**src/nhq_pkg.sv**
```systemverilog
// shared types, constants and helpers for the nvme host queue pair engine
package nhq_pkg;

    localparam int QUEUE_DEPTH = 64;
    localparam int NUM_QUEUES  = 2;

    localparam int PTR_W  = $clog2(QUEUE_DEPTH);
    localparam int QIDX_W = (NUM_QUEUES > 1) ? $clog2(NUM_QUEUES) : 1;

    localparam logic [19:0] DOORBELL_BASE = 20'h01000;
    localparam logic [PTR_W-1:0] PTR_LAST = PTR_W'(QUEUE_DEPTH - 1);

    localparam int S_TDATA_W = 48;
    localparam int S_TUSER_W = 2;
    localparam int M_TDATA_W = 96;
    localparam int M_TUSER_W = 4;

    typedef enum logic {
        OP_SUBMIT   = 1'b0,
        OP_COMPLETE = 1'b1
    } op_t;

    typedef enum logic [2:0] {
        KIND_SUBMITTED   = 3'd0,
        KIND_NOT_YET     = 3'd1,
        KIND_ID_MISMATCH = 3'd2,
        KIND_DONE_OK     = 3'd3,
        KIND_DONE_ERROR  = 3'd4
    } kind_t;

    typedef struct packed {
        op_t         op;
        logic        queue_id;
        logic [15:0] command_low_word;
        logic [15:0] completion_status;
        logic [15:0] completion_id;
    } nhq_in_t;

    typedef struct packed {
        kind_t       result_kind;
        logic [5:0]  slot_index;
        logic [31:0] command_word_zero;
        logic [15:0] command_tag;
        logic        doorbell_write;
        logic [19:0] doorbell_offset;
        logic [5:0]  doorbell_value;
        logic [14:0] status_code;
    } nhq_out_t;

    // queue number folded into the populated range
    function automatic logic [QIDX_W-1:0] queue_sel(input logic qid);
        logic [QIDX_W:0] ext;
        ext = {{QIDX_W{1'b0}}, qid};
        if (ext >= (QIDX_W + 1)'(NUM_QUEUES)) begin
            ext = ext - (QIDX_W + 1)'(NUM_QUEUES);
        end
        return ext[QIDX_W-1:0];
    endfunction

    // pointer reported in six bits whatever the depth
    function automatic logic [5:0] ptr_out(input logic [PTR_W-1:0] p);
        logic [PTR_W+5:0] ext;
        ext = {6'b0, p};
        return ext[5:0];
    endfunction

endpackage

```
**src/nhq_in_stage.sv**
```systemverilog
// input register of the queue pair engine, holds one accepted transaction
module nhq_in_stage
    import nhq_pkg::*;
(
    input  logic                 aclk,
    input  logic                 aresetn,
    input  logic                 s_tvalid,
    output logic                 s_tready,
    input  logic [S_TDATA_W-1:0] s_tdata,
    input  logic [S_TUSER_W-1:0] s_tuser,
    input  logic                 advance,
    output logic                 item_valid,
    output nhq_in_t              item
);

    logic    valid_reg;
    logic    valid_next;
    nhq_in_t item_reg;

    assign s_tready   = !valid_reg || advance;
    assign item_valid = valid_reg;
    assign item       = item_reg;

    always_comb begin
        valid_next = valid_reg;
        if (advance) begin
            valid_next = 1'b0;
        end
        if (s_tvalid && s_tready) begin
            valid_next = 1'b1;
        end
    end

    always_ff @(posedge aclk) begin
        if (!aresetn) begin
            valid_reg <= 1'b0;
        end else begin
            valid_reg <= valid_next;
        end
    end

    always_ff @(posedge aclk) begin
        if (s_tvalid && s_tready) begin
            item_reg.op                <= op_t'(s_tuser[0]);
            item_reg.queue_id          <= s_tuser[1];
            item_reg.command_low_word  <= s_tdata[15:0];
            item_reg.completion_status <= s_tdata[31:16];
            item_reg.completion_id     <= s_tdata[47:32];
        end
    end

endmodule

```
**src/nhq_engine.sv**
```systemverilog
// per-queue pointers, phase and tag state with the submit and completion logic
module nhq_engine
    import nhq_pkg::*;
(
    input  logic       aclk,
    input  logic       aresetn,
    input  logic       advance,
    input  nhq_in_t    item,
    input  logic [3:0] stride_exp,
    output nhq_out_t   result
);

    logic [PTR_W-1:0] tail_reg  [NUM_QUEUES];
    logic [PTR_W-1:0] head_reg  [NUM_QUEUES];
    logic             phase_reg [NUM_QUEUES];
    logic [15:0]      tag_reg   [NUM_QUEUES];

    logic [PTR_W-1:0] tail_next;
    logic [PTR_W-1:0] head_next;
    logic             phase_next;
    logic [15:0]      tag_next;
    logic             wr_tail;
    logic             wr_head;

    logic [QIDX_W-1:0] q;
    logic [PTR_W-1:0]  tail;
    logic [PTR_W-1:0]  head;
    logic              phase;
    logic [15:0]       last_tag;
    logic [15:0]       tag_inc;
    logic [19:0]       bell_idx;
    logic [19:0]       bell_off;

    assign q        = queue_sel(item.queue_id);
    assign tail     = tail_reg[q];
    assign head     = head_reg[q];
    assign phase    = phase_reg[q];
    assign last_tag = tag_reg[q];
    assign tag_inc  = last_tag + 16'd1;

    // doorbell index is 2*queue plus one for the completion side
    assign bell_idx = 20'({q, item.op == OP_COMPLETE});
    assign bell_off = (bell_idx << ({1'b0, stride_exp} + 5'd2)) + DOORBELL_BASE;

    always_comb begin
        tail_next  = tail;
        head_next  = head;
        phase_next = phase;
        tag_next   = last_tag;
        wr_tail    = 1'b0;
        wr_head    = 1'b0;

        result.result_kind       = KIND_SUBMITTED;
        result.slot_index        = ptr_out(tail);
        result.command_word_zero = 32'd0;
        result.command_tag       = last_tag;
        result.doorbell_write    = 1'b0;
        result.doorbell_offset   = 20'd0;
        result.doorbell_value    = 6'd0;
        result.status_code       = 15'd0;

        if (item.op == OP_SUBMIT) begin
            // tag zero is never handed out
            tag_next  = (tag_inc == 16'd0) ? 16'd1 : tag_inc;
            tail_next = (tail == PTR_LAST) ? '0 : tail + PTR_W'(1);
            wr_tail   = 1'b1;
            result.command_word_zero = {tag_next, item.command_low_word};
            result.command_tag       = tag_next;
            result.doorbell_write    = 1'b1;
            result.doorbell_offset   = bell_off;
            result.doorbell_value    = ptr_out(tail_next);
        end else begin
            result.slot_index = ptr_out(head);
            if (item.completion_status[0] != phase) begin
                result.result_kind = KIND_NOT_YET;
            end else if (item.completion_id != last_tag) begin
                result.result_kind = KIND_ID_MISMATCH;
            end else begin
                wr_head = 1'b1;
                if (head == PTR_LAST) begin
                    head_next  = '0;
                    phase_next = !phase;
                end else begin
                    head_next = head + PTR_W'(1);
                end
                result.result_kind     = (item.completion_status[15:1] == 15'd0) ?
                                         KIND_DONE_OK : KIND_DONE_ERROR;
                result.doorbell_write  = 1'b1;
                result.doorbell_offset = bell_off;
                result.doorbell_value  = ptr_out(head_next);
                result.status_code     = item.completion_status[15:1];
            end
        end
    end

    always_ff @(posedge aclk) begin
        if (!aresetn) begin
            for (int i = 0; i < NUM_QUEUES; i++) begin
                tail_reg[i]  <= '0;
                head_reg[i]  <= '0;
                phase_reg[i] <= 1'b1;
                tag_reg[i]   <= 16'd0;
            end
        end else if (advance) begin
            if (wr_tail) begin
                tail_reg[q] <= tail_next;
                tag_reg[q]  <= tag_next;
            end
            if (wr_head) begin
                head_reg[q]  <= head_next;
                phase_reg[q] <= phase_next;
            end
        end
    end

endmodule

```
**src/nvme_host_queue_pair_engine.sv**
```systemverilog
// top level: nvme host queue pair engine with input and result registers
// an accepted input transaction passes the input register, then the result register, to m_
// throughput: one transaction per cycle while m_tready is high, submit and completion alike
// the result register frees the input register whenever m_tready is high
// reset (aresetn low, synchronous): tails, heads and tags to zero, phases to one,
// stride exponent to zero, both registers empty
module nvme_host_queue_pair_engine
    import nhq_pkg::*;
(
    input  logic                 aclk,
    input  logic                 aresetn,
    input  logic                 cfg_wr_en,
    input  logic [3:0]           cfg_wr_data,    // doorbell_stride_exp
    input  logic                 s_tvalid,
    output logic                 s_tready,
    // command_low_word[15:0], completion_status[31:16], completion_id[47:32]
    input  logic [S_TDATA_W-1:0] s_tdata,
    // op[0], queue_id[1]
    input  logic [S_TUSER_W-1:0] s_tuser,
    output logic                 m_tvalid,
    input  logic                 m_tready,
    // slot_index[5:0], command_word_zero[37:6], command_tag[53:38],
    // doorbell_offset[73:54], doorbell_value[79:74], status_code[94:80], zero[95]
    output logic [M_TDATA_W-1:0] m_tdata,
    // result_kind[2:0], doorbell_write[3]
    output logic [M_TUSER_W-1:0] m_tuser
);

    logic [3:0] stride_exp_reg;
    logic       out_valid_reg;
    logic       out_valid_next;
    nhq_out_t   out_reg;

    logic     item_valid;
    nhq_in_t  item;
    nhq_out_t result;
    logic     advance;

    assign advance = item_valid && (!out_valid_reg || m_tready);

    nhq_in_stage u_in_stage (
        .aclk       (aclk),
        .aresetn    (aresetn),
        .s_tvalid   (s_tvalid),
        .s_tready   (s_tready),
        .s_tdata    (s_tdata),
        .s_tuser    (s_tuser),
        .advance    (advance),
        .item_valid (item_valid),
        .item       (item)
    );

    nhq_engine u_engine (
        .aclk       (aclk),
        .aresetn    (aresetn),
        .advance    (advance),
        .item       (item),
        .stride_exp (stride_exp_reg),
        .result     (result)
    );

    always_ff @(posedge aclk) begin
        if (!aresetn) begin
            stride_exp_reg <= 4'd0;
        end else if (cfg_wr_en) begin
            stride_exp_reg <= cfg_wr_data;
        end
    end

    always_comb begin
        out_valid_next = out_valid_reg;
        if (m_tready) begin
            out_valid_next = 1'b0;
        end
        if (advance) begin
            out_valid_next = 1'b1;
        end
    end

    always_ff @(posedge aclk) begin
        if (!aresetn) begin
            out_valid_reg <= 1'b0;
        end else begin
            out_valid_reg <= out_valid_next;
        end
    end

    always_ff @(posedge aclk) begin
        if (advance) begin
            out_reg <= result;
        end
    end

    assign m_tvalid = out_valid_reg;
    assign m_tdata  = {1'b0,
                       out_reg.status_code,
                       out_reg.doorbell_value,
                       out_reg.doorbell_offset,
                       out_reg.command_tag,
                       out_reg.command_word_zero,
                       out_reg.slot_index};
    assign m_tuser  = {out_reg.doorbell_write, out_reg.result_kind};

endmodule

```
**config.mk**
```make
export PLATFORM = sky130hd
export DESIGN_NAME = nvme_host_queue_pair_engine
export DESIGN_NICKNAME = d
export VERILOG_FILES = /design/src/nhq_pkg.sv /design/src/nhq_in_stage.sv /design/src/nhq_engine.sv /design/src/nvme_host_queue_pair_engine.sv
export SDC_FILE = /design/constraint.sdc
export NUM_CORES = 1
export LEC_CHECK = 0
export ABC_AREA = 0
export BUFFER_PORTS_ARGS = -buffer_cell sky130_fd_sc_hd__buf_2
export CAP_MARGIN = 30
export CORE_MARGIN = 4
export CORE_UTILIZATION = 60
export CTS_CLUSTER_DIAMETER = 100
export DETAILED_ROUTE_END_ITERATION = 16
export GPL_ROUTABILITY_DRIVEN = 0
export GPL_TIMING_DRIVEN = 0
export PLACE_DENSITY = 0.89
export SLEW_MARGIN = 20
export SYNTH_ARGS = -nofsm -noshare
export SYNTH_HDL_FRONTEND = slang
export SYNTH_SLANG_ARGS = --single-unit
```
**constraint.sdc**
```tcl
create_clock -name aclk -period 11.1 [get_ports aclk]
set_input_delay 0.555 -clock aclk [delete_from_list [all_inputs] [get_ports aclk]]
set_output_delay 0.555 -clock aclk [all_outputs]
set_load 0.05 [all_outputs]
```
* Word level (Yosys, flattened, before mapping)
Memories as Yosys holds them, arrays and structs flattened. A register that Yosys moved wholly into a read port is not among the register bits.
Index checks and enable logic that the tools add are counted.
** Operators by class
- Multiply operators :: 0
- Multiplexer cells :: 52
- Magnitude comparators :: 0
- Bitwise operators :: 1
- Shift-type cells :: 1
- Eq/ne operators :: 4
- Divide/modulo/power cells :: 0
- Reduce and logical (&&, ||, !) cells :: 17
- Add/sub/neg operators :: 5
** Operators with widths (count)
- 42-bit 2-to-1 mux :: 2
- 16-bit 2-to-1 mux :: 4
- 6-bit 2-to-1 mux :: 9
- 1-bit 2-to-1 mux :: 34
- 26-bit 2-to-1 mux :: 1
- 20-bit by 13-bit adder with 20-bit output (second input constant) :: 1
- 2-bit by 5-bit << shifter with 20-bit output :: 1
- 16-bit by 1-bit adder with 16-bit output (second input constant) :: 1
- 16-bit zero test :: 1
- 16-bit != test :: 1
- 16-bit OR reduction :: 1
- 15-bit zero test :: 1
- 6-bit by 1-bit adder with 6-bit output (second input constant) :: 2
- 6-bit == test (second input constant) :: 2
- 6-bit OR reduction :: 2
- 4-bit by 2-bit adder with 5-bit output (second input constant) :: 1
- 2-bit nonzero test :: 2
- 1-bit zero test :: 3
- 3-bit 2-to-1 mux :: 1
- 3-bit OR reduction :: 1
- 1-bit logical AND :: 2
- 1-bit logical OR :: 2
- 2-bit 2-to-1 mux :: 1
- 2-bit OR reduction :: 1
- 3 further kinds :: 3
** Word-level totals
- Output and inout bits :: 102
- Word-level logic and storage cells :: 102
- Bits in latches :: 0
- ROM bits :: 0
- Bits in registers :: 155
- Memory bits (writable) :: 58
- Memories kept :: 4
- Bits of input ports :: 59
** Memories
- u_engine.tag_reg :: words 2, width 16, read ports 1, clocked after Yosys merged registers in 1, wr ports 2, line nhq_engine.sv:16 : logic [15:0] tag_reg [NUM_QUEUES];
- u_engine.head_reg :: words 2, width 6, read ports 1, clocked after Yosys merged registers in 1, wr ports 2, line nhq_engine.sv:14 : logic [PTR_W-1:0] head_reg [NUM_QUEUES];
- u_engine.tail_reg :: words 2, width 6, read ports 1, clocked after Yosys merged registers in 1, wr ports 2, line nhq_engine.sv:13 : logic [PTR_W-1:0] tail_reg [NUM_QUEUES];
- u_engine.phase_reg :: words 2, width 1, read ports 1, clocked after Yosys merged registers in 1, wr ports 2, line nhq_engine.sv:15 : logic phase_reg [NUM_QUEUES];

* Depth between registers and ports, before layout
- Depth in word-level cells :: 10
- Gate-level depth with buffers :: 12
- Gate-level depth less buffers :: 9

* By module
Synthesis repeated with hierarchy kept, for this count alone.
** Unflattened totals
- Cells, all modules :: 683
- Area, all modules :: 9374.0 um^2
** By module, submodules not included
- nhq_engine :: area each 4634.4 um^2, sequential area each 1741.7 um^2, times used 1, cells an instance 510
- nvme_host_queue_pair_engine :: area each 3180.6 um^2, sequential area each 3072.9 um^2, times used 1, cells an instance 118
- nhq_in_stage :: area each 1559.0 um^2, sequential area each 1521.5 um^2, times used 1, cells an instance 55

* Worst setup path before layout
Ideal clock, no wire load.
- Path kind :: register to register
- Start point :: register out_valid_reg (netlist: m_tvalid)
- End point :: memory u_engine.tag_reg[0][0], enable pin
- Period minus slack after synthesis :: 7.478 ns
- Data required time :: 10.721 ns
- Path slack :: 3.622 ns
- Buffers on the path :: 2
- Cell stages (with the launch flop) :: 8
- Setup time :: 0.379 ns
- Arrival time :: 7.099 ns
- Cell sequence :: dfxtp_1 nor2b_1 nor2b_1 nand3b_1 nand2b_1 clkbuf_1 clkbuf_1 nand2_1
** RTL lines
- start, declared :: line nvme_host_queue_pair_engine.sv:30 : logic out_valid_reg;
- start signal, assigned :: line nvme_host_queue_pair_engine.sv:84 : out_valid_reg <= out_valid_next;
- end, declared :: line nhq_engine.sv:16

==> metrics.yaml <==
synthCells: 679
grt_max_degree: 52
async_reset_ff_share_pct: 0
dp_hpwl_um: 15000
clock_tree.root_cell: "clkbuf_16"
htreeDepth: 1
synth_top_area_share_pct: 66.5
timing.hold.ws_ns: 0.236
ys.flop_type: "edfxtp_1"
nNetsFinal: 931
drcViolationCount: 0
initial_core_util_pct: 61.3
largest_reg_flops: 95
setup_violations: 0
port_buffers: 158
cp.required_ns: 11.30
path_class: "register to register"
numCtsBuffers: 22
dr.pass1.iters: 7
cts_max_path_buffers: 3
path_buf_inv: 4
clock_sinks: 214
hp-class: "input pin to register"
cp_slowest_cell: "o21ai_0"
leakage_nw: 4.29
critPathArrivalTime_ns: 3.85
grt_pass1_vias: 6326
peakVddDrop_mv: 0.179
fin_worst_skew_ns: 0.00888
die-area_sq_um: 17600
slew-limit-headroom_pct: 34.1
synth_top_area_cell: "edfxtp_1"
r2r_cells: 10
crit_fanout: 10
core_sq_um: 15300
synth-edff-count: 207
post_cts_buffers: 0
period_share_pct: 32.9
p_per_area_nw_per_um2: 166
antenna_found_initial: 0
cts_tree: "built"
overflow: 0
end_kind: "register"
cp.depth: 10
ys_seq_area_share_pct: 68.0
holdPathStages: 1
die_height_um: 133
yosys_warnings: 0
crit_path_max_incr_delay_ns: 0.60
start_kind: "register"
cpLargestDelayFamily: "simple AND/OR/NAND/NOR gates"
wl_um: 21400
dieWidth_um: 133
synth-compound-area-share_pct: 6.06
max_freq_mhz: 274
fin_ws_ns: 7.45
drive_above_1_share_pct: 27.9
fin_crit_ns: 3.65
dp_slack_ns: 7.43
track_usage_pct: 24.1
wire_per_inst_um: 19.6
syn2layout_area_growth_pct: 19.5
detail-route-antenna-nets: 0
io_pins: 161
worstPathCellList: "buf_6, buf_8, mux2i_2, xnor2_1, nor4_1, nand4_1, or2_1, buf_2, o21ai_0, buf_2"
synth_top_family_by_area: "simple AND/OR/NAND/NOR gates"
slew_violations: 0
layout_common_cells: "207 x edfxtp_1, 164 x buf_2, 87 x nor2_1"
synth-xor-area-share_pct: 4.01
ctsResizeCount: 0
synthAdderAreaFrac_pct: 0.669
hold_viol: 0
clk_pin_slew_ns: 0.07
ys_types: 64
rows: 45
clk_latency_ns: 0.49
syn_avg_cell_area_sq_um: 13.8
viasPerCell: 5.76
grt_setup_unrepaired: "false"
diodes: 0
grt_pass1_wl_um: 33600
finalSetupTns_ns: 0
synth.cell_area_sq_um: 9350
synth.area.top_cells: "edfxtp_1 66%, nor2_1 3.5%, xnor2_1 2.5%"
muxShareOfSynthArea_pct: 5.48
synthSimpleGateAreaFrac_pct: 12.9
cts_hold_buf: 0
mostFrequentLayoutCell: "edfxtp_1"
maxCapViolCount: 0
vias: 6301
tightest_slew_ns: 0.987
drt_iter0_markers: 674
cp_common_cell: "buf_2"
ys_seq_elements: 214
status: "finished, final reports clean"
cells by family after synthesis:
group | after synthesis
fa+ha+maj | 5
other cells | 1
buf+inv | 58
mux | 40
simple gates | 237
xor+xnor | 42
compound gates | 82
flops | 214
power by group:
group | total, mW | internal, mW | switching [mW] | leakage (nW)
sequential | 0.946 | 0.930 | 0.0161 | 2.09
clock | 0.689 | 0.400 | 0.288 | 0.335
combinational | 0.224 | 0.0649 | 0.159 | 1.87
total | 1.86 | 1.40 | 0.464 | 4.29
worst reg2reg max path, delay by kind of cell, from the launching register on:
family	cells	cell delay (ns)
flops	1	0.32
mux	1	0.41
buf+inv	4	0.87
xor+xnor	1	0.12
compound gates	1	0.60
simple gates	3	1.02
stage by stage:
step	area (sq um)	cells	utilization, %	total power [mW]
floorplan	9360	680	-	1.12
global route	11200	1093	73.3	1.92
detailed placement	10500	1053	68.7	1.18
finish	11200	1093	73.3	1.86
CTS	11200	1092	73.2	1.86
global placement	10400	1049	68.2	1.18
area by class of cell:
| class | count | area [sq um] |
|---|---|---|
| Tap cell | 211 | 264 |
| Clock inverter | 13 | 91.3 |
| Inverter | 24 | 90.1 |
| Fill cell | 952 | 4080 |
| Multi-Input combinational cell | 408 | 2740 |
| Timing Repair Buffer | 163 | 871 |
| Buffer | 34 | 183 |
| Clock buffer | 26 | 587 |
| Sequential cell | 214 | 6360 |
final timing paths:
path,from,end,slack [ns]
worst max-delay path,register,u_engine.head_reg[1][1],7.45
worst min-delay path,s_tdata[0],u_in_stage.item[32],0.24
worst max register to register,register,u_engine.head_reg[1][1],7.45
worst min register to register,u_in_stage.item[35],m_tdata[9],0.54
cell usage after synthesis (7+ instances only):
master / instances
nand4_1: 8
inv_1: 24
nor2b_1: 28
nand3_1: 14
clkbuf_1: 19
a21oi_1: 19
nand2b_1: 8
nand2_1: 38
mux2i_1: 14
xor2_1: 14
edfxtp_1: 207
nor4_1: 7
a211oi_1: 16
nor3_1: 18
dfxtp_1: 7
mux2_2: 15
nor2_1: 87
xnor2_1: 27
routing by layer:
metal  GRT usage [%]  share of wire [%]
met5               0                  0
met4            8.14                3.6
met3            5.51                8.7
met2            41.1                 50
met1            30.5                 38
Power figures use the tool's default switching activity.
